`src/hdl/g711_pkg.sv`:
```
// ---------------------------------------------------------------------------
// g711_pkg
// Shared types and constants for the G.711 A-law / mu-law companding codec.
// ---------------------------------------------------------------------------
package g711_pkg;

   // Conversion selector carried in the request tuser field
   typedef enum logic [1:0] {
      MODE_ALAW_ENC = 2'd0,
      MODE_ALAW_DEC = 2'd1,
      MODE_ULAW_ENC = 2'd2,
      MODE_ULAW_DEC = 2'd3
   } mode_type;

   // One request as held in the input register
   typedef struct packed {
      mode_type           mode;
      logic signed [15:0] pcm_in;
      logic [7:0]         code_in;
   } req_type;

   // Transmission inversion masks
   localparam logic [7:0] ALAW_MASK_POS = 8'hD5;
   localparam logic [7:0] ALAW_MASK_NEG = 8'h55;
   localparam logic [7:0] ULAW_MASK_POS = 8'hFF;
   localparam logic [7:0] ULAW_MASK_NEG = 8'h7F;
   localparam logic [7:0] MAX_MAG_CODE  = 8'h7F;

   // mu-law magnitude clip, bias (on the scaled-by-4 magnitude) and decoder bias
   localparam logic [13:0] ULAW_CLIP     = 14'd8159;
   localparam logic [13:0] ULAW_ENC_BIAS = 14'd33;
   localparam logic [15:0] ULAW_DEC_BIAS = 16'h0084;

   // A-law decoder offsets
   localparam logic [15:0] ALAW_DEC_BIAS = 16'h0108;
   localparam logic [15:0] ALAW_SEG0_OFS = 16'h0008;

endpackage

```
`src/hdl/g711_enc.sv`:
```
// ---------------------------------------------------------------------------
// g711_enc
// Linear PCM to companded byte, A-law or mu-law, purely combinational.
// ---------------------------------------------------------------------------
module g711_enc (
   input  logic               ulaw_sel,
   input  logic signed [15:0] pcm_in,
   output logic [7:0]         code_out
);

   logic        neg;
   logic [15:0] pcm_inv;
   logic [11:0] a_mag;
   logic [2:0]  a_seg;
   logic [11:0] a_shift;
   logic [3:0]  a_q;
   logic [7:0]  a_mask;
   logic [7:0]  a_code;
   logic [13:0] u_raw;
   logic [13:0] u_clip;
   logic [13:0] u_bias;
   logic [2:0]  u_seg;
   logic [13:0] u_shift;
   logic [3:0]  u_q;
   logic [7:0]  u_mask;
   logic [7:0]  u_code;

   assign neg     = pcm_in[15];
   assign pcm_inv = ~pcm_in;

   // A-law: magnitude scaled by 8, one's complement for negative samples
   assign a_mag = neg ? pcm_inv[14:3] : pcm_in[14:3];

   // segment = highest set bit above the first segment
   always_comb begin
      a_seg = 3'd0;
      for (int i = 5; i < 12; i++) begin
         if (a_mag[i]) begin
            a_seg = 3'(i - 4);
         end
      end
   end

   assign a_shift = a_mag >> a_seg;
   assign a_q     = (a_seg < 3'd2) ? a_mag[4:1] : a_shift[3:0];
   assign a_mask  = neg ? g711_pkg::ALAW_MASK_NEG : g711_pkg::ALAW_MASK_POS;
   assign a_code  = {1'b0, a_seg, a_q} ^ a_mask;

   // mu-law: magnitude scaled by 4, clipped, then biased
   assign u_raw  = neg ? ({1'b0, pcm_inv[14:2]} + 14'd1) : {1'b0, pcm_in[14:2]};
   assign u_clip = (u_raw > g711_pkg::ULAW_CLIP) ? g711_pkg::ULAW_CLIP : u_raw;
   assign u_bias = u_clip + g711_pkg::ULAW_ENC_BIAS;

   always_comb begin
      u_seg = 3'd0;
      for (int i = 6; i < 13; i++) begin
         if (u_bias[i]) begin
            u_seg = 3'(i - 5);
         end
      end
   end

   assign u_shift = u_bias >> ({1'b0, u_seg} + 4'd1);
   assign u_q     = u_shift[3:0];
   assign u_mask  = neg ? g711_pkg::ULAW_MASK_NEG : g711_pkg::ULAW_MASK_POS;

   // bit 13 set means the biased magnitude passed the top segment
   assign u_code = u_bias[13] ? (g711_pkg::MAX_MAG_CODE ^ u_mask)
                              : ({1'b0, u_seg, u_q} ^ u_mask);

   assign code_out = ulaw_sel ? u_code : a_code;

endmodule

```
`src/hdl/g711_dec.sv`:
```
// ---------------------------------------------------------------------------
// g711_dec
// Companded byte to linear PCM, A-law or mu-law, purely combinational.
// ---------------------------------------------------------------------------
module g711_dec (
   input  logic               ulaw_sel,
   input  logic [7:0]         code_in,
   output logic signed [15:0] pcm_out
);

   logic [7:0]  a_code;
   logic [2:0]  a_seg;
   logic [15:0] a_base;
   logic [15:0] a_mag;
   logic [15:0] a_pcm;
   logic [7:0]  u_code;
   logic [15:0] u_mag;
   logic [15:0] u_pcm;

   // A-law: undo even-bit inversion, rebuild the segment value
   assign a_code = code_in ^ g711_pkg::ALAW_MASK_NEG;
   assign a_seg  = a_code[6:4];
   assign a_base = {8'd0, a_code[3:0], 4'd0};
   assign a_mag  = (a_seg == 3'd0) ? (a_base + g711_pkg::ALAW_SEG0_OFS)
                                   : ((a_base + g711_pkg::ALAW_DEC_BIAS) << (a_seg - 3'd1));
   assign a_pcm  = a_code[7] ? a_mag : (16'd0 - a_mag);

   // mu-law: full complement, biased mantissa shifted by the segment
   assign u_code = ~code_in;
   assign u_mag  = ({9'd0, u_code[3:0], 3'd0} + g711_pkg::ULAW_DEC_BIAS) << u_code[6:4];
   assign u_pcm  = u_code[7] ? (g711_pkg::ULAW_DEC_BIAS - u_mag)
                             : (u_mag - g711_pkg::ULAW_DEC_BIAS);

   assign pcm_out = ulaw_sel ? u_pcm : a_pcm;

endmodule

```
`src/hdl/g711_companding_codec.sv`:
```
// ---------------------------------------------------------------------------
// g711_companding_codec
// G.711 A-law / mu-law encoder and decoder on a pair of stream channels.
// ---------------------------------------------------------------------------
// Usage:
//   Requests enter on req_*: tuser selects the conversion (0 A-law encode,
//   1 A-law decode, 2 mu-law encode, 3 mu-law decode), tdata carries the PCM
//   sample and the companded byte. Each request gives exactly one response on
//   rsp_*, carrying the companded byte and the PCM sample; the field the
//   conversion does not produce reads zero.
//   A request taken on req_* passes the input register, then the result
//   register, before rsp_tvalid shows it. Throughput is one request per cycle
//   unless rsp_tready stalls, set by the single combinational pass between
//   the two registers. Backpressure: when rsp_tready is low the result
//   register holds; the input register still takes one more request, then
//   req_tready drops. Reset clears both valid flags; no request is lost or
//   repeated across a stall. The block keeps no state between requests.
// ---------------------------------------------------------------------------
module g711_companding_codec (
   input  logic        clock,
   input  logic        reset,
   input  logic        req_tvalid,
   output logic        req_tready,
   input  logic [1:0]  req_tuser,   // [1:0] mode
   input  logic [23:0] req_tdata,   // [15:0] pcm_in, [23:16] code_in
   output logic        rsp_tvalid,
   input  logic        rsp_tready,
   output logic [23:0] rsp_tdata    // [7:0] code_out, [23:8] pcm_out
);

   logic                in_vld_ff;
   logic                in_vld_in;
   g711_pkg::req_type   in_req_ff;
   logic                out_vld_ff;
   logic                out_vld_in;
   logic [7:0]          out_code_ff;
   logic [7:0]          out_code_in;
   logic signed [15:0]  out_pcm_ff;
   logic signed [15:0]  out_pcm_in;
   logic                out_load;
   logic                in_load;
   logic                ulaw_sel;
   logic [7:0]          enc_code;
   logic signed [15:0]  dec_pcm;

   // Handshake: result register frees when empty or drained
   assign out_load   = !out_vld_ff || rsp_tready;
   assign req_tready = !in_vld_ff || out_load;
   assign in_load    = req_tvalid && req_tready;

   assign in_vld_in  = in_load || (in_vld_ff && !out_load);
   assign out_vld_in = out_load ? in_vld_ff : out_vld_ff;

   // Input register
   always_ff @(posedge clock) begin
      if (reset) begin
         in_vld_ff <= 1'b0;
      end else begin
         in_vld_ff <= in_vld_in;
      end
   end

   always_ff @(posedge clock) begin
      if (in_load) begin
         in_req_ff.mode    <= g711_pkg::mode_type'(req_tuser);
         in_req_ff.pcm_in  <= req_tdata[15:0];
         in_req_ff.code_in <= req_tdata[23:16];
      end
   end

   // Conversion units
   assign ulaw_sel = in_req_ff.mode[1];

   g711_enc u_enc (
      .ulaw_sel (ulaw_sel),
      .pcm_in   (in_req_ff.pcm_in),
      .code_out (enc_code)
   );

   g711_dec u_dec (
      .ulaw_sel (ulaw_sel),
      .code_in  (in_req_ff.code_in),
      .pcm_out  (dec_pcm)
   );

   // Result select: unused field reads zero
   always_comb begin
      unique case (in_req_ff.mode)
         g711_pkg::MODE_ALAW_ENC,
         g711_pkg::MODE_ULAW_ENC: begin
            out_code_in = enc_code;
            out_pcm_in  = 16'sd0;
         end
         g711_pkg::MODE_ALAW_DEC,
         g711_pkg::MODE_ULAW_DEC: begin
            out_code_in = 8'd0;
            out_pcm_in  = dec_pcm;
         end
         default: begin
            out_code_in = 8'd0;
            out_pcm_in  = 16'sd0;
         end
      endcase
   end

   // Result register
   always_ff @(posedge clock) begin
      if (reset) begin
         out_vld_ff <= 1'b0;
      end else begin
         out_vld_ff <= out_vld_in;
      end
   end

   always_ff @(posedge clock) begin
      if (out_load && in_vld_ff) begin
         out_code_ff <= out_code_in;
         out_pcm_ff  <= out_pcm_in;
      end
   end

   assign rsp_tvalid = out_vld_ff;
   assign rsp_tdata  = {out_pcm_ff, out_code_ff};

endmodule
```
`config.mk`:
```
export PLATFORM = sky130hd
export DESIGN_NAME = g711_companding_codec
export DESIGN_NICKNAME = d
export VERILOG_FILES = /design/src/hdl/g711_pkg.sv /design/src/hdl/g711_enc.sv /design/src/hdl/g711_dec.sv /design/src/hdl/g711_companding_codec.sv
export SDC_FILE = /design/constraint.sdc
export NUM_CORES = 1
export LEC_CHECK = 0
export ABC_AREA = 1
export BUFFER_PORTS_ARGS = -buffer_cell sky130_fd_sc_hd__buf_2
export CORE_MARGIN = 5
export CORE_UTILIZATION = 55
export CTS_CLUSTER_DIAMETER = 30
export DETAILED_ROUTE_END_ITERATION = 6
export GPL_ROUTABILITY_DRIVEN = 0
export PLACE_DENSITY = 0.76
export SLEW_MARGIN = 15
export SYNTH_ARGS = -nofsm -noshare
export SYNTH_HDL_FRONTEND = slang
export SYNTH_SLANG_ARGS = --single-unit
```
`constraint.sdc`:
```
create_clock -name clock -period 9.84 [get_ports clock]
set_clock_uncertainty 0.1 [all_clocks]
set_input_delay 1.476 -clock clock [delete_from_list [all_inputs] [get_ports clock]]
set_output_delay 1.476 -clock clock [all_outputs]
set_load 0.05 [all_outputs]
```
==> impl_metrics.yaml <==
power_and_ir_drop:
  p_clk_share_pct: 19.2
  power.total_uw: 621
  comb_power_share_pct: 39.9
  internal-power_uw: 369
  p_leak_nw: 2.36
  power.density_mw_per_mm2: 123
  seq_power_share_pct: 41.0
  ir_drop_mv: 0.0650
  p_switching_uw: 252
  switching_share_pct: 40.6
floorplanning:
  chipHeight_um: 102
  fp.dieArea_mm2: 0.0104
  num_rows: 33
  core_mm2: 0.00822
  initial_core_util_pct: 56.4
  fp.dieW_um: 102
  pin_count: 56
logic_synthesis:
  synth_cells: 672
  avgSynthCellArea_um2: 6.89
  yosysTopAreaCell: "edfxtp_1"
  ys_async_sr_fraction_pct: 0
  ys_seq_area_share_pct: 30.7
  synth_area_mm2: 0.00463
  synth.area.top_cells: "edfxtp_1 (30%), nand2_1 (12%), nand3_1 (7.5%), inv_1 (6.7%), o21ai_0 (5.7%)"
  synth_cell_type_count: 47
  yosysWarnings: 0
  yosys_most_used_dff: "edfxtp_1"
  synth_edf_count: 46
  yosysMostFrequentCell: "nand2_1"
  synth_seq_cells: 48
  synth_top_area_share_pct: 29.8
  yosys-top-cells-count: "nand2_1 (146), inv_1 (83), nand3_1 (69)"
cts:
  root_buffer: "clkbuf_8"
  cts_max_path_buffers: 2
  cts_setup_buffers: 0
  cts.sinks: 48
  clkTransAtPathRegs_ns: 0.10
  numCtsBuffers: 5
  clk_latency_ns: 0.30
  cts_tree: "built"
  cts_resized: 0
  cts_max_level: 2
  postCtsHoldBufs: 0
sta:
  final.period_utilization_pct: 43.4
  hold_violations: 0
  min_period_ns: 4.27
  maxSlewHeadroom_pct: 24.7
  fmax_mhz: 234
  fin_hold_ws_ns: 0.435
  worst_pin_slew_ns: 1.13
  rsz0062_at_grt: "no"
  setup_viol: 0
  fin_setup_tns_ns: 0
  slew_viol_final: 0
routing:
  firstDrtPassIters: 5
  wl_um: 10600
  drt_iter0_markers: 360
  avgRoutedWirePerCell_um: 13.0
  via_count: 4534
  drc: 0
  avgViaCountPerCell: 5.54
  drt.antenna.violating_nets: 0
critical_path:
  critPathLaunchType: "flop"
  crit_path_start: "in_req_ff[23]"
  critPathMaxFanout: 31
  worstSetupPathType: "flop to flop"
  worstPathRequired_ns: 9.80
  worstReg2RegStart: "in_req_ff[23]"
  worstSetupEndpointType: "flop"
  cp_data_arrival_time_ns: 4.23
placed_design:
  port_buffers: 51
  dp.final_hpwl_um: 8360
global_routing:
  grt_use_total_pct: 21.2
  grt.overflow.total: 0
  grt_start_max_net_pins: 32
  antenna_found_initial: 0
  grt_pass1_vias: 4012
  grt_first_pass_wirelength_um: 18000
min_path:
  hold_path.startpoint: "rsp_tvalid"
  hp-class: "flop to flop"
cells_and_area:
  syn_to_final_growth_pct: 8.86
  multiInputGateArea_mm2: 0.00278
  n_fill_cell: 773
  ff_latch_area_mm2: 0.00142
  drive_gt1_share_pct: 17.6
  diodes: 0
  num-nets-final: 751
run:
  drv_cap: 0
outcome:
  status: "complete, no violations"
worst max-delay path, stage by stage, from the launching register on:
cell	delay (ns)
edfxtp_1	1.11
inv_1	0.23
nor2_1	0.18
nand2_1	0.07
nand2_1	0.12
nand3_2	0.11
nor2_4	0.11
nand2_4	0.11
nand2_8	0.12
inv_2	0.08
nand2_1	0.07
ha_1	0.25
nand3_4	0.13
nand2_4	0.12
nand2_4	0.07
nand3_1	0.07
nand2_1	0.12
nand2_1	0.11
nand2_2	0.09
nand2_8	0.11
nand2_8	0.09
nand2_2	0.08
nand3_1	0.08
nand3_1	0.12
nand3_1	0.09
nand2_1	0.06
inv_1	0.04
cell usage in the layout (no fill, tap or decap), types with 10 or more instances in the layout:
master | netlist | final
edfxtp_1 | 46 | 46
buf_2 | 2 | 51
inv_2 | 11 | 11
nand3_1 | 69 | 69
inv_1 | 83 | 83
nand2_1 | 146 | 146
nor2_2 | 10 | 10
a21oi_1 | 49 | 48
nor2_1 | 68 | 68
nand2_2 | 12 | 12
o21ai_0 | 53 | 53
flip-flops by register name, indices dropped and copies added (netlist names):
register     flops
out_pcm_ff      14
rsp_tvalid       1
in_vld_ff        1
out_code_ff      8
in_req_ff       24
final cells by class:
| cell class | count | area share, % |
|---|---|---|
| Clock buffer | 5 | 1.37 |
| Clock inverter | 3 | 0.422 |
| Inverter | 97 | 7.27 |
| Multi-Input combinational cell | 510 | 55.1 |
| Sequential cell | 48 | 28.2 |
| Tap cell | 105 | 2.61 |
| Timing Repair Buffer | 51 | 5.06 |
layer usage:
metal / track usage, % / wire [µm] / vias to the layer above / share of wire, %
li1: - / - / 2310 / -
met1: 31.8 / 4990 / 2017 / 47
met2: 32.3 / 4520 / 194 / 43
met3: 3.24 / 994 / 13 / 9.3
met4: 4.60 / 127 / 0 / 1.2
met5: 0 / 0 / - / 0
cell families after synthesis:
family | Yosys count | share of synthesized area (%)
simple gates | 350 | 37.5
compound gates | 132 | 16.4
buf+inv | 115 | 9.67
flops | 48 | 30.7
xor+xnor | 16 | 3.03
fa+ha+maj | 8 | 2.16
mux | 2 | 0.432
other cells | 1 | 0.0810
power groups by stage:
stage	Combinational (mW)	Sequential [mW]	Clock, mW
after detailed placement	0.243	0.259	0
after floorplan	0.183	0.270	0
final	0.248	0.255	0.119
after global placement	0.237	0.258	0
after global routing	0.278	0.256	0.132
after CTS	0.244	0.254	0.122
final timing paths:
kind | to | slack, ns | cells past startpoint
worst min register to register | rsp_tvalid | 0.43 | 2
worst max-delay path | out_code_ff[1] | 5.57 | 26
worst max register to register | out_code_ff[1] | 5.57 | 26
worst min-delay path | rsp_tvalid | 0.43 | 2
metrics by stage:
stage                     setup slack (ns)  utilization (%)  std cells  cell area (µm²)
after global placement                5.75             60.2        811             4940
final                                 5.57             61.4        819             5040
after CTS                             5.61             61.3        819             5030
after global routing                  5.15             61.4        819             5040
after detailed placement              5.61             60.2        811             4940
after floorplan                       6.31                -        673             4630
(Power assumes the default switching activity.)
